[src/hdl/ipre_pkg.sv]
// ----------------------------------------------------------------------------
// ipre_pkg
// Shared codes, controller/datapath command and status types, and the
// header and trailer text of the patch stream.
// ----------------------------------------------------------------------------
package ipre_pkg;

  localparam logic [1:0] CMD_START   = 2'd0;
  localparam logic [1:0] CMD_COMPARE = 2'd1;
  localparam logic [1:0] CMD_FINISH  = 2'd2;
  localparam logic [1:0] CMD_UNUSED  = 2'd3;

  // shortest record that goes out in run-length form
  localparam int unsigned RUN_MIN = 4;

  typedef enum logic [2:0] {
    SEL_PATCH,
    SEL_EOF,
    SEL_OFFSET,
    SEL_ZERO,
    SEL_COUNT,
    SEL_FIRST,
    SEL_RECORD
  } byte_sel_t;

  typedef struct packed {
    logic      clear;
    logic      advance;
    logic      append_live;
    logic      append_held;
    logic      hold_item;
    logic      flush_done;
    logic      emit;
    byte_sel_t sel;
    logic      last;
  } dp_cmd_t;

  typedef struct packed {
    logic changed;
    logic count_zero;
    logic count_full;
    logic rle;
    logic lit_last;
    logic out_space;
  } dp_status_t;

  function automatic logic [7:0] magic_byte(input logic is_eof, input logic [2:0] idx);
    logic [7:0] b;
    b = 8'h00;
    if (is_eof) begin
      unique case (idx)
        3'd0:    b = 8'h45;  // E
        3'd1:    b = 8'h4F;  // O
        3'd2:    b = 8'h46;  // F
        default: b = 8'h00;
      endcase
    end else begin
      unique case (idx)
        3'd0:    b = 8'h50;  // P
        3'd1:    b = 8'h41;  // A
        3'd2:    b = 8'h54;  // T
        3'd3:    b = 8'h43;  // C
        3'd4:    b = 8'h48;  // H
        default: b = 8'h00;
      endcase
    end
    return b;
  endfunction

endpackage

[src/hdl/ipre_ram.sv]
// ----------------------------------------------------------------------------
// ipre_ram
// Generic single-write, single-read RAM with registered read data.
// ----------------------------------------------------------------------------
module ipre_ram #(
  parameter int WIDTH = 8,
  parameter int DEPTH = 48
) (
  input  logic                     clk,
  input  logic                     wr_en,
  input  logic [$clog2(DEPTH)-1:0] wr_addr,
  input  logic [WIDTH-1:0]         wr_data,
  input  logic [$clog2(DEPTH)-1:0] rd_addr,
  output logic [WIDTH-1:0]         rd_data
);

  logic [WIDTH-1:0] mem [DEPTH];

  always_ff @(posedge clk) begin
    if (wr_en) begin
      mem[wr_addr] <= wr_data;
    end
    rd_data <= mem[rd_addr];
  end

endmodule

[src/hdl/ipre_dp.sv]
// ----------------------------------------------------------------------------
// ipre_dp
// Datapath: record buffer, record count, offset, run flag, image position
// and the output word register.
// ----------------------------------------------------------------------------
module ipre_dp
  import ipre_pkg::*;
#(
  parameter int MAX_RECORD = 48,
  parameter int CNT_W      = $clog2(MAX_RECORD + 1),
  parameter int AW         = $clog2(MAX_RECORD)
) (
  input  logic             clk,
  input  logic             rst,
  input  logic [7:0]       old_byte,
  input  logic             old_present,
  input  logic [7:0]       new_byte,
  input  dp_cmd_t          ctl,
  input  logic [CNT_W-1:0] step,
  input  logic [AW-1:0]    rd_addr,
  output dp_status_t       st,
  output logic             out_valid,
  input  logic             out_stall,
  output logic [7:0]       out_byte,
  output logic             out_last
);

  logic [CNT_W-1:0] count;
  logic [23:0]      offset;
  logic             run;
  logic [23:0]      position;
  logic [7:0]       first;
  logic [7:0]       item_byte;
  logic [7:0]       append_b;
  logic             append;
  logic [7:0]       rd_data;
  logic [7:0]       emit_byte;

  assign append   = ctl.append_live | ctl.append_held;
  assign append_b = ctl.append_held ? item_byte : new_byte;

  ipre_ram #(
    .WIDTH(8),
    .DEPTH(MAX_RECORD)
  ) u_ram (
    .clk    (clk),
    .wr_en  (append),
    .wr_addr(count[AW-1:0]),
    .wr_data(append_b),
    .rd_addr(rd_addr),
    .rd_data(rd_data)
  );

  always_comb begin
    st.changed    = !old_present || (old_byte != new_byte);
    st.count_zero = (count == '0);
    st.count_full = (count >= CNT_W'(MAX_RECORD));
    st.rle        = run && (count >= CNT_W'(RUN_MIN));
    st.lit_last   = ((step + CNT_W'(1)) == count);
    st.out_space  = !out_valid || !out_stall;
  end

  always_comb begin
    emit_byte = 8'h00;
    unique case (ctl.sel)
      SEL_PATCH:  emit_byte = magic_byte(1'b0, step[2:0]);
      SEL_EOF:    emit_byte = magic_byte(1'b1, step[2:0]);
      SEL_OFFSET: begin
        unique case (step[1:0])
          2'd0:    emit_byte = offset[23:16];
          2'd1:    emit_byte = offset[15:8];
          default: emit_byte = offset[7:0];
        endcase
      end
      SEL_ZERO:   emit_byte = 8'h00;
      SEL_COUNT:  emit_byte = 8'(count);
      SEL_FIRST:  emit_byte = first;
      SEL_RECORD: emit_byte = rd_data;
      default:    emit_byte = 8'h00;
    endcase
  end

  always_ff @(posedge clk) begin
    if (rst) begin
      count     <= '0;
      offset    <= '0;
      run       <= 1'b0;
      position  <= '0;
      out_valid <= 1'b0;
    end else begin
      if (ctl.clear) begin
        count    <= '0;
        offset   <= '0;
        run      <= 1'b0;
        position <= '0;
      end
      if (ctl.flush_done) begin
        count  <= '0;
        offset <= '0;
        run    <= 1'b0;
      end
      if (append) begin
        if (count == '0) begin
          offset <= position;
          run    <= 1'b1;
        end else if (append_b != first) begin
          run <= 1'b0;
        end
        count <= count + CNT_W'(1);
      end
      if (ctl.advance) begin
        position <= position + 24'd1;
      end
      if (ctl.emit) begin
        out_valid <= 1'b1;
      end else if (!out_stall) begin
        out_valid <= 1'b0;
      end
    end
  end

  always_ff @(posedge clk) begin
    if (ctl.hold_item) begin
      item_byte <= new_byte;
    end
    if (append && (count == '0)) begin
      first <= append_b;
    end
    if (ctl.emit) begin
      out_byte <= emit_byte;
      out_last <= ctl.last;
    end
  end

endmodule

[src/hdl/ipre_ctrl.sv]
// ----------------------------------------------------------------------------
// ipre_ctrl
// Controller: takes input words, sequences header, record and trailer
// bytes into the datapath's output register.
// ----------------------------------------------------------------------------
module ipre_ctrl
  import ipre_pkg::*;
#(
  parameter int MAX_RECORD = 48,
  parameter int CNT_W      = $clog2(MAX_RECORD + 1),
  parameter int AW         = $clog2(MAX_RECORD)
) (
  input  logic             clk,
  input  logic             rst,
  input  logic             in_valid,
  output logic             in_stall,
  input  logic [1:0]       cmd,
  input  dp_status_t       st,
  output dp_cmd_t          ctl,
  output logic [CNT_W-1:0] step,
  output logic [AW-1:0]    rd_addr
);

  localparam logic [2:0] S_IDLE   = 3'd0;
  localparam logic [2:0] S_MAGIC  = 3'd1;
  localparam logic [2:0] S_OFF    = 3'd2;
  localparam logic [2:0] S_HDR    = 3'd3;
  localparam logic [2:0] S_LIT    = 3'd4;
  localparam logic [2:0] S_APPEND = 3'd5;

  localparam logic [1:0] JOB_START  = 2'd0;
  localparam logic [1:0] JOB_FLUSH  = 2'd1;
  localparam logic [1:0] JOB_REFILL = 2'd2;
  localparam logic [1:0] JOB_FINISH = 2'd3;

  logic [2:0]       state, state_next;
  logic [1:0]       job, job_next;
  logic [CNT_W-1:0] step_next;
  logic             flush_end;

  assign in_stall = (state != S_IDLE);
  // read one step ahead so record data lines up with the step
  assign rd_addr  = step_next[AW-1:0];

  always_comb begin
    state_next = state;
    job_next   = job;
    step_next  = step;
    ctl        = '0;
    ctl.sel    = SEL_ZERO;
    flush_end  = 1'b0;

    unique case (state)
      S_IDLE: begin
        if (in_valid) begin
          ctl.hold_item = 1'b1;
          step_next     = '0;
          unique case (cmd)
            CMD_START: begin
              ctl.clear  = 1'b1;
              job_next   = JOB_START;
              state_next = S_MAGIC;
            end
            CMD_COMPARE: begin
              if (!st.changed) begin
                if (st.count_zero) begin
                  ctl.advance = 1'b1;
                end else begin
                  job_next   = JOB_FLUSH;
                  state_next = S_OFF;
                end
              end else if (!st.count_full) begin
                ctl.append_live = 1'b1;
                ctl.advance     = 1'b1;
              end else begin
                job_next   = JOB_REFILL;
                state_next = S_OFF;
              end
            end
            CMD_FINISH: begin
              job_next   = JOB_FINISH;
              state_next = st.count_zero ? S_MAGIC : S_OFF;
            end
            default: ;
          endcase
        end
      end

      S_MAGIC: begin
        ctl.sel = (job == JOB_FINISH) ? SEL_EOF : SEL_PATCH;
        if (st.out_space) begin
          ctl.emit = 1'b1;
          ctl.last = (job == JOB_FINISH) ? (step == CNT_W'(2)) : (step == CNT_W'(4));
          if (ctl.last) begin
            state_next = S_IDLE;
          end else begin
            step_next = step + CNT_W'(1);
          end
        end
      end

      S_OFF: begin
        ctl.sel = SEL_OFFSET;
        if (st.out_space) begin
          ctl.emit = 1'b1;
          if (step == CNT_W'(2)) begin
            step_next  = '0;
            state_next = S_HDR;
          end else begin
            step_next = step + CNT_W'(1);
          end
        end
      end

      S_HDR: begin
        if (st.rle) begin
          // zero size, zero high count, count, value
          if (step == CNT_W'(4)) begin
            ctl.sel = SEL_FIRST;
          end else if (step == CNT_W'(3)) begin
            ctl.sel = SEL_COUNT;
          end else begin
            ctl.sel = SEL_ZERO;
          end
        end else begin
          ctl.sel = (step == CNT_W'(1)) ? SEL_COUNT : SEL_ZERO;
        end
        if (st.out_space) begin
          ctl.emit = 1'b1;
          if (st.rle && (step == CNT_W'(4))) begin
            flush_end = 1'b1;
          end else if (!st.rle && (step == CNT_W'(1))) begin
            step_next  = '0;
            state_next = S_LIT;
          end else begin
            step_next = step + CNT_W'(1);
          end
        end
      end

      S_LIT: begin
        ctl.sel = SEL_RECORD;
        if (st.out_space) begin
          ctl.emit = 1'b1;
          if (st.lit_last) begin
            flush_end = 1'b1;
          end else begin
            step_next = step + CNT_W'(1);
          end
        end
      end

      S_APPEND: begin
        ctl.append_held = 1'b1;
        ctl.advance     = 1'b1;
        state_next      = S_IDLE;
      end

      default: state_next = S_IDLE;
    endcase

    // record is out: close it and move on to what the word still needs
    if (flush_end) begin
      ctl.flush_done = 1'b1;
      // only finish has more bytes to send after the record
      ctl.last       = (job == JOB_FLUSH) || (job == JOB_REFILL);
      step_next      = '0;
      unique case (job)
        JOB_FLUSH: begin
          ctl.advance = 1'b1;
          state_next  = S_IDLE;
        end
        JOB_REFILL: state_next = S_APPEND;
        default:    state_next = S_MAGIC;
      endcase
    end
  end

  always_ff @(posedge clk) begin
    if (rst) begin
      state <= S_IDLE;
      job   <= JOB_START;
      step  <= '0;
    end else begin
      state <= state_next;
      job   <= job_next;
      step  <= step_next;
    end
  end

endmodule

[src/hdl/ips_patch_record_encoder_unit.sv]
// A word that emits bytes is taken in S_IDLE and its first byte loaded from the state
//   after, once out_space is high. A compare word that appends or has nothing to flush
//   leaves in_stall low; one that emits n bytes (3 to 56) keeps it high through them,
//   through out_stall and S_APPEND after a full record, via the single output register.
// Reset (rst, synchronous): clears record count, offset, run flag, position, controller
//   state and output valid; the record buffer RAM is not cleared.
// ----------------------------------------------------------------------------
// ips_patch_record_encoder_unit
// Compares old/new image bytes and streams an IPS patch with run-length
// records; controller and datapath joined by command and status structs.
// ----------------------------------------------------------------------------
module ips_patch_record_encoder_unit
  import ipre_pkg::*;
#(
  parameter int MAX_RECORD = 48
) (
  input  logic       clk,
  input  logic       rst,
  input  logic       in_valid,
  output logic       in_stall,
  input  logic [1:0] cmd,
  input  logic [7:0] old_byte,
  input  logic       old_present,
  input  logic [7:0] new_byte,
  output logic       out_valid,
  input  logic       out_stall,
  output logic [7:0] out_byte,
  output logic       out_last
);

  localparam int CNT_W = $clog2(MAX_RECORD + 1);
  localparam int AW    = $clog2(MAX_RECORD);

  dp_cmd_t          ctl;
  dp_status_t       st;
  logic [CNT_W-1:0] step;
  logic [AW-1:0]    rd_addr;

  ipre_ctrl #(
    .MAX_RECORD(MAX_RECORD),
    .CNT_W     (CNT_W),
    .AW        (AW)
  ) u_ctrl (
    .clk     (clk),
    .rst     (rst),
    .in_valid(in_valid),
    .in_stall(in_stall),
    .cmd     (cmd),
    .st      (st),
    .ctl     (ctl),
    .step    (step),
    .rd_addr (rd_addr)
  );

  ipre_dp #(
    .MAX_RECORD(MAX_RECORD),
    .CNT_W     (CNT_W),
    .AW        (AW)
  ) u_dp (
    .clk        (clk),
    .rst        (rst),
    .old_byte   (old_byte),
    .old_present(old_present),
    .new_byte   (new_byte),
    .ctl        (ctl),
    .step       (step),
    .rd_addr    (rd_addr),
    .st         (st),
    .out_valid  (out_valid),
    .out_stall  (out_stall),
    .out_byte   (out_byte),
    .out_last   (out_last)
  );

endmodule

[config.mk]
export PLATFORM = sky130hd
export DESIGN_NAME = ips_patch_record_encoder_unit
export DESIGN_NICKNAME = d
export VERILOG_FILES = /design/src/hdl/ipre_pkg.sv /design/src/hdl/ipre_ram.sv /design/src/hdl/ipre_dp.sv /design/src/hdl/ipre_ctrl.sv /design/src/hdl/ips_patch_record_encoder_unit.sv
export SDC_FILE = /design/constraint.sdc
export NUM_CORES = 1
export LEC_CHECK = 0
export BUFFER_PORTS_ARGS = -buffer_cell sky130_fd_sc_hd__buf_2
export CAP_MARGIN = 20
export CORE_ASPECT_RATIO = 2
export CORE_UTILIZATION = 35
export DETAILED_ROUTE_END_ITERATION = 10
export GPL_TIMING_DRIVEN = 0
export PLACE_DENSITY = 0.55
export SYNTH_ARGS = -nofsm -noshare
export SYNTH_HDL_FRONTEND = slang
export SYNTH_SLANG_ARGS = --single-unit
[constraint.sdc]
create_clock -name clk -period 3.4 [get_ports clk]
set_input_delay 0.34 -clock clk [delete_from_list [all_inputs] [get_ports clk]]
set_output_delay 0.34 -clock clk [all_outputs]
set_load 0.01 [all_outputs]
After elaboration in Yosys (flattened, before gate mapping)
Memory sizes are Yosys's and may differ from the RTL's. A register that Yosys moved wholly into a read port is not among the register bits.
Index checks and enable logic that the tools add are counted.
Widths: inputs -> output; s select.
{ "word_totals": {"regBits": 92, "ramBits": 384, "out_inout_bits": 11, "memories": 1} }
{ "memory_table": {"columns": ["name", "depth", "width", "rd", "rd_clocked_by_memory_dff", "write_ports", "line", "source"], "rows": [
  ["u_dp.u_ram.mem", 48, 8, 1, 1, 1, "ipre_ram.sv:17", "logic [WIDTH-1:0] mem [DEPTH];"]
]} }
{ "op_classes": {"addsub": 3, "n_lt_le_gt_ge": 2, "n_eq_ne": 42, "n_mux": 87, "bitwise_logic": 1, "reduce_logical": 23} }
{ "op_table": {"columns": ["cell", "n"], "rows": [
  ["$mux 24", 6],
  ["$mux 6", 14],
  ["$mux 3", 17],
  ["$pmux 8 s6", 1],
  ["$pmux 7 s5", 1],
  ["$mux 1", 31],
  ["$pmux 6 s5", 1],
  ["$add 24x1->24 const B", 1],
  ["$pmux 7 s3", 1],
  ["$eq 3x3->1 const B", 6],
  ["$ne 3x2->1 const B", 6],
  ["$ne 8x8->1", 2],
  ["$pmux 4 s4", 1],
  ["$pmux 8 s2", 1],
  ["$eq 3x2->1 const B", 5],
  ["$pmux 3 s5", 1],
  ["$add 6x1->6 const B", 2],
  ["$eq 6x2->1 const B", 2],
  ["$mux 2", 6],
  ["$reduce_and 12->1", 1],
  ["$ne 5x4->1 const B", 2],
  ["$eq 3x1->1 const B", 3],
  ["$logic_not 3->1", 3],
  ["$ne 3x1->1 const B", 3],
  ["other kinds (24)", 41]
]} }

Logic depth before layout (Yosys ltp)
Gate-level depths: netlist of run 1.
{ "logic_depth": {"ltp_word": 11, "mapped_depth": 16, "mapped_depth_nobuf": 12} }

Cells and area by module
Synthesis of run 1 repeated with hierarchy kept, for this count alone.
{ "unflattened": {"cells_unflattened": 1459, "area_unflattened_um2": 21020.2} }
{ "modules_own_cells": {"columns": ["mod", "instances", "cells_each", "area_per_inst_um2", "seq_area_each_um2"], "rows": [
  ["ipre_ram", 1, 790, 15334.7, 11691.2],
  ["ipre_dp", 1, 480, 4235.3, 1871.8],
  ["ipre_ctrl", 1, 189, 1450.1, 220.2]
]} }

Worst setup path after synthesis of run 1
No wires, ideal clock.
{ "synth_timing": {"path_type": "register -> register", "startpoint": "register u_ctrl.step[0]", "endpoint": "register u_dp.u_ram.rd_data[3], read port of u_dp.u_ram.mem", "setup_ns": 0.136, "t_arrival_ns": 3.049, "t_required_ns": 3.264, "path_slack_ns": 0.215, "path_stages_with_launch": 14, "n_path_buf": 1, "synth_period_minus_slack_ns": 3.185, "path_cell_list": "dfxtp_1 inv_1 ha_1 xor2_1 nor3_1 nand2_1 nor3_1 o22a_2 nand2_4 buf_6 mux2_1 a221o_1 nor4_1 a311oi_1"} }
{ "synth_via": {"elab_chain_len": 7} }
{ "synth_rtl": {"columns": ["item", "line", "source"], "rows": [
  ["start: declaration", "ipre_ctrl.sv:20", "output logic [CNT_W-1:0] step,"],
  ["start signal: assignment", "ipre_ctrl.sv:187", "step <= step_next;"],
  ["parallel branches: the longest is 6 deep, another holds $add 6x1->6", null, null],
  ["$mux 6 *", "ipre_ctrl.sv:163", "if (flush_end) begin"],
  ["end: declaration", "ipre_ram.sv:14", "output logic [WIDTH-1:0] rd_data"]
]} }
Mark *: on every way between the ends.
A chain may end at the register's enable or synchronous reset.

Worst setup path after layout of run 1
{ "layout_timing": {"startpoint": "register u_ctrl.step[1]", "endpoint": "register u_dp.u_ram.rd_data[1], read port of u_dp.u_ram.mem"} }
Same word-level chain as after synthesis.

==> results of run 1 <==
## stage by stage
step	power (mW)	TNS, ns	hold slack [ns]	instance area (um2)	util [%]
2_1_floorplan	10.1	0	0.439	21000	-
3_3_place_gp	12.4	-316.23	0.483	22200	37.4
3_5_place_dp	12.5	-142.48	0.490	22500	37.9
4_1_cts	18.6	-0.968	0.247	25700	43.4
5_1_grt	19.7	-3.83	0.268	26500	44.7
6_report	19.2	-2.16	0.244	26500	44.7
## critical path, stage by stage, from the launching register on
cell and delay (ns):
dfxtp_4 0.44, clkinvlp_4 0.20, ha_4 0.29, xor2_2 0.14, nor3_2 0.10, buf_4 0.18, nand2_8 0.09, o41a_1 0.51
nand3_4 0.14, buf_12 0.16, nand3_2 0.27, nor2_1 0.30, a2111oi_4 0.10, nor4_4 0.53, a311oi_4 0.10
## sequential cells by signal, summed over array words and instances, names as in the netlist, 3 cells and up
name / cells
u_dp.u_ram.mem: 384
u_dp.offset: 24
u_dp.position: 24
u_dp.first: 8
u_dp.item_byte: 8
u_dp.out_byte: 8
u_dp.u_ram.rd_data: 8
u_ctrl.step: 6
u_dp.count: 6
u_ctrl.state: 3
## routing by layer
metal	vias up	routed length [um]
met4	0	8240
met3	311	4240
met2	649	42100
met5	-	0
met1	7685	24000
li1	6858	-
## repair_timing
action | 4_1_cts | 5_1_grt
hold buffers | 8 | 0
gates cloned | 2 | 2
endpoints found under the setup margin | 416 | 256
gates resized for setup | 315 | 108
endpoints found under the hold margin | 8 | 0
buffers inserted | 38 | 33
pin swaps | 46 | 37
## cells by family after synthesis
kind of cell | share of synthesized area (%)
AND/OR/NAND/NOR | 13.4
flip-flops | 65.5
AO/OA/AOI/OAI | 13.0
buffers and inverters | 2.84
multiplexers | 3.29
XOR/XNOR | 0.999
adder cells (fa/ha/maj) | 0.951
## cells in the mapped netlist (5+ instances only)
| cell | count | area share (%) |
|---|---|---|
| nand3_1 | 50 | 1.2 |
| a311oi_1 | 11 | 0.46 |
| and3_1 | 40 | 1.2 |
| a21oi_1 | 66 | 1.6 |
| mux2_2 | 16 | 0.86 |
| o22a_1 | 9 | 0.37 |
| and4_1 | 5 | 0.21 |
| buf_4 | 16 | 0.57 |
| ha_1 | 16 | 0.95 |
| nand2b_1 | 7 | 0.21 |
| nand3b_1 | 21 | 0.75 |
| dfxtp_1 | 75 | 7.1 |
| nor3_1 | 58 | 1.4 |
| o22ai_1 | 21 | 0.62 |
| clkbuf_1 | 41 | 0.73 |
| or3_1 | 12 | 0.36 |
| and2_1 | 6 | 0.18 |
| o21ai_0 | 75 | 1.8 |
| nand4_1 | 7 | 0.21 |
| inv_1 | 14 | 0.25 |
| nor2b_1 | 5 | 0.15 |
| nor4_1 | 12 | 0.36 |
| xnor2_1 | 18 | 0.75 |
| buf_2 | 42 | 1.0 |
| edfxtp_1 | 409 | 58 |
| o221ai_1 | 13 | 0.54 |
| a211oi_1 | 45 | 1.6 |
| mux2i_1 | 49 | 2.3 |
| nand2_1 | 164 | 2.9 |
| a31oi_1 | 23 | 0.68 |
| nor2_1 | 176 | 3.1 |
| or2_2 | 5 | 0.15 |
| a32oi_1 | 10 | 0.42 |
| o211ai_1 | 24 | 0.86 |
| a22oi_1 | 38 | 1.4 |
| xor2_1 | 6 | 0.25 |
| a221o_1 | 7 | 0.33 |
| a22o_1 | 7 | 0.29 |
## area by class of cell
cell class,instances,area (um2)
tap,768,961
fill,5471,32800
timing repair buffer,131,1200
buffer,104,961
inverter,16,76.3
clock buffer,53,1140
sequential,484,13800
clock inverter,26,299
multi-input combinational,1096,8060
## how the worst min path moves through the flow
stage,start,end,slack (ns),cells past startpoint
3_3_place_gp,u_dp.offset[17],u_dp.offset[17],0.48,2
2_1_floorplan,new_byte[0],u_dp.item_byte[0],0.44,0
5_1_grt,rst,u_dp.position[8],0.27,2
4_1_cts,rst,u_dp.position[13],0.25,2
3_5_place_dp,u_dp.offset[4],u_dp.offset[4],0.49,2
6_report,rst,u_dp.position[10],0.24,2
## power by group
group	internal, mW	total (mW)	leakage [nW]	switching, mW
combinational	2.66	7.31	3.69	4.65
sequential	6.70	6.79	4.30	0.0890
clock	2.87	5.13	0.709	2.26
total	12.2	19.2	8.70	7.01
==> run metrics, run 1 <==
status=finished with violations; failing checks=negative setup slack; initial core utilization=35.5%; Clock Skew=0.0241 ns; CTS Root Buffer Type=clkbuf_16; Hold Violations, Final=0; M1 GR Usage=23.2%; Worst Setup SP=u_ctrl.step[1]; antenna diode count=0; Netlist cell types=83; Setup WS pre-CTS=-2.36 ns; Final period util=110%; wire per inst=29.4 um; post-layout min period=3.75 ns; hold crit path type=input pin to register; CP Capture Type=register; I/O Buffers=32; DRT iter0 DRCs=1310; max_slew headroom=33.8%; Critical Path AT=4.17 ns; Post-synth EDFFs=409; first-pass GRT wire length=111000 um; initial antenna violation count=0; CP required=3.82 ns; crit path launch type=register; grt met3 use=3.93%; CTS tree=done; pin count of the biggest net entering global routing=51; placed cells=2518; Yosys reg bits=484; cell area after synthesis=21000 um2; Syn. warnings=0; total global routing overflow=0; fmax=0.267 GHz; Cells after Synth=1701; vias in the first global route=15800; routed vias/inst=5.79; clock buffer depth=3; CTS sink count=484; Post-Syn Area per Cell=12.4 um2; # DRC=0; clk_lat worst skew=0.59 ns; DRT Pass-1 Iters=6; DR vias=15500; kind of critical path=register to register; worst reg-to-reg path cell count=14; RSZ-0062 raised after global routing=true; core area=59300 um2; sequential area share after synthesis=65.5%; total wire length=78600 um; Synth async-reset ratio=0%; crit path to=u_dp.u_ram.rd_data[1]; Slew @ Worst Pin=0.989 ns; FP Rows=126; GP Congestion=0.969; CTS H-tree lvls=2; io pins=34; Leakage=8.70 nW; non-filler instance count after layout=2678; most frequent cells in the layout=409 x edfxtp_1, 144 x nand2_1, 137 x nor2_1; max cap viols=0; Worst VDD drop=400 uV; met2 Usage GRT=48.2%; die area=61200 um2; Pwr Density=726 nW/um2; final worst slack=-0.346 ns; final setup fails=8; Die Y=349 um; Synthesized Nets=1740; Reg-to-Reg Start=u_ctrl.step[1]; Most Crowded Layer GR=met2; nets=1915; FF-to-FF End=u_dp.u_ram.rd_data[1]; Most used DFF post-synth=edfxtp_1; R2R setup slack=-0.35 ns; most common cell after layout, fill and taps aside=edfxtp_1; Max Transition Viols Final=0; post-route ant nets=0; CP max FO=8; Area growth syn-to-layout=25.9%; dpl hpwl=56500 um; CTS Buf Count=43; share of cells above drive strength 1=27.0%; gr usage total=25.6%; Die Wd=175 um; CTS clock-pin slew for the worst setup and hold paths=0.07 ns
(Power assumes the default switching activity.)
==> run 2, diff against run 1 <==
- clock period: 3.4 -> 3.2 ns (I/O delays scaled with it)
==> run metrics, run 2 (synthesized netlist as in run 1, its figures left out) <==
wire per inst=29.4 um (about the same); FP Rows=126 (unchanged); largest stage delay on the critical path=0.52 ns (was 0.53 ns); fin area=26200 um2 (was 26500 um2); Area growth syn-to-layout=24.6% (was 25.9%); Worst Hold Path EP=u_dp.position[10] (unchanged); non-filler instance count after layout=2658 (was 2678); final setup fails=8 (unchanged); most common cell after layout, fill and taps aside=edfxtp_1 (unchanged); sequence of cells on the critical path=clkinvlp_4 > ha_4 > xor2_2 > nor3_2 > buf_4 > nand2_8 > o41a_1 > nand3_4 > buf_12 > nand2_4 > buf_6 > o22ai_1 > nor3_2 > nor4_4 > a311oi_2 (was clkinvlp_4 > ha_4 > xor2_2 > nor3_2 > buf_4 > nand2_8 > o41a_1 > nand3_4 > buf_12 > nand3_2 > nor2_1 > a2111oi_4 > nor4_4 > a311oi_4); crit-path most repeated cell=nor3_2; Post-Route Utilization=44.2% (was 44.7%); hold crit path type=input pin to register (unchanged); Max Transition Viols Final=0 (unchanged); worst reg-to-reg path cell count=15 (was 14); CTS tree=done (unchanged); die area=61200 um2 (unchanged); DR vias=15400 (was 15500); CTS H-tree lvls=2 (unchanged); failing checks=negative setup slack (unchanged); initial antenna violation count=0 (unchanged); initial core utilization=35.5% (unchanged); Die Y=349 um (unchanged); number of buffers and inverters on the critical path=4 (was 3); CP max-delay cell=nor4_4 (unchanged); Critical Path AT=4.09 ns (was 4.17 ns); CTS sink count=484 (unchanged); hold depth=2 (unchanged); antenna diode count=0 (unchanged); dpl hpwl=56500 um (unchanged); Clock Skew=0.0211 ns (was 0.0241 ns); Top Registers=u_dp.u_ram.mem (384), u_dp.offset (24), u_dp.position (24) (unchanged); total wire length=78200 um (was 78600 um); CP required=3.63 ns (was 3.82 ns); max reg flops=384 (unchanged); # fillers=5497 (was 5471); TNS Setup=-3.33 ns (was -2.16 ns); FF-to-FF End=u_dp.u_ram.rd_data[2] (was u_dp.u_ram.rd_data[1]); post-layout min period=3.66 ns (was 3.75 ns); RSZ-0062 raised after global routing=true (unchanged); CP max FO=10 (was 8); Leakage=8.59 nW (was 8.70 nW); vias in the first global route=15800 (about the same); pin count of the biggest net entering global routing=51 (unchanged); status=finished with violations (unchanged); kind of critical path=register to register (unchanged); Worst VDD drop=440 uV (was 400 uV); startpoint of the worst hold path=rst (unchanged); Reg-to-Reg Start=u_ctrl.step[1] (unchanged); share of cells above drive strength 1=26.5% (was 27.0%); dpl cell area=22500 um2 (unchanged); max cap viols=0 (unchanged); gr usage total=25.6% (about the same); CTS clock-pin slew for the worst setup and hold paths=0.07 ns (about the same); first-pass GRT wire length=111000 um (about the same); routed vias/inst=5.80 (was 5.79); Power, Total=20.1 mW (was 19.2 mW); crit path launch type=register (unchanged); core area=59300 um2 (unchanged); Die Wd=175 um (unchanged); I/O Buffers=32 (unchanged); Hold Violations, Final=0 (unchanged); clk_lat worst skew=0.59 ns (about the same); critical path's top delay family=simple AND/OR/NAND/NOR gates (unchanged); Largest Register=u_dp.u_ram.mem (unchanged); nets=1895 (was 1915); # DRC=0 (unchanged); post-route ant nets=0 (unchanged); most frequent cells in the layout=409 x edfxtp_1, 142 x nand2_1, 127 x nor2_1 (was 409 x edfxtp_1, 144 x nand2_1, 137 x nor2_1); total global routing overflow=0 (unchanged); io pins=34 (unchanged); GP Congestion=0.969 (unchanged); final worst slack=-0.459 ns (was -0.346 ns); max_slew headroom=37.3% (was 33.8%); CTS Root Buffer Type=clkbuf_16 (unchanged); CTS Buf Count=43 (unchanged); Pwr Density=767 nW/um2 (was 726 nW/um2); fmax=0.273 GHz (was 0.267 GHz); DRT iter0 DRCs=1205 (was 1310); DRT Pass-1 Iters=5 (was 6); R2R setup slack=-0.46 ns (was -0.35 ns); Slew @ Worst Pin=0.940 ns (was 0.989 ns); Final period util=114% (was 110%); CP Capture Type=register (unchanged); placed cells=2518 (unchanged); clock buffer depth=3 (unchanged)
## run 2: changes by cell type in the layout (fill, tap and decap cells not counted), moves of 4 or more
cell      change
nor2_2        -6
o22ai_1       +5
buf_12       -11
clkbuf_2      +4
nor3_2        -5
nor2_4       +16
nor2_1       -10
buf_4        -14
clkbuf_1      -4
## run 2: cell type report
cell class / count / area [um2] / share of cell area (%)
buffer: 104 / 883 / 3.37
tap: 768 / 961 / 3.66
sequential: 484 / 13800 / 52.6
multi-input combinational: 1096 / 8070 / 30.8
inverter: 16 / 72.6 / 0.277
clock inverter: 26 / 299 / 1.14
timing repair buffer: 111 / 992 / 3.78
clock buffer: 53 / 1140 / 4.37
## run 2: where the power goes
part | leakage (nW) | switching (mW) | internal [mW]
Clock | 0.709 | 2.41 | 3.05
Combinational | 3.58 | 4.84 | 2.59
Sequential | 4.30 | 0.0942 | 7.12
## run 2: repair_timing
item	4_1_cts	5_1_grt
setup buffers	40	12
endpoints found under the hold margin	8	0
hold buffers	8	0
endpoints found under the setup margin	461	217
gates cloned	1	2
pin swaps	46	17
gates resized for setup	320	93
## run 2: through the flow
stage,hold WS (ns),setup WS [ns]
CTS,0.227,-0.389
global placement,0.483,-2.55
finish,0.213,-0.459
detailed placement,0.490,-2.56
floorplan,0.419,0.0149
global route,0.246,-0.498
## run 2: how the worst max path moves through the flow
stage	startpoint	to	slack, ns	cells past startpoint
global placement	u_ctrl.step[1]	u_dp.u_ram.rd_data[1]	-2.55	13
detailed placement	u_ctrl.step[1]	u_dp.u_ram.rd_data[1]	-2.56	13
finish	u_ctrl.step[1]	u_dp.u_ram.rd_data[2]	-0.46	15
floorplan	u_ctrl.step[0]	u_dp.u_ram.rd_data[3]	0.01	13
CTS	u_ctrl.step[1]	u_dp.u_ram.rd_data[2]	-0.39	14
global route	u_ctrl.step[1]	u_dp.u_ram.rd_data[2]	-0.50	15
## run 2: metal layers
layer | vias to the layer above | global-route usage [%] | routed length [um]
met5 | - | 0 | 0
met4 | 0 | 22.6 | 8110
met3 | 293 | 3.70 | 3630
met2 | 616 | 48.4 | 42200
met1 | 7683 | 23.3 | 24300
li1 | 6814 | - | -
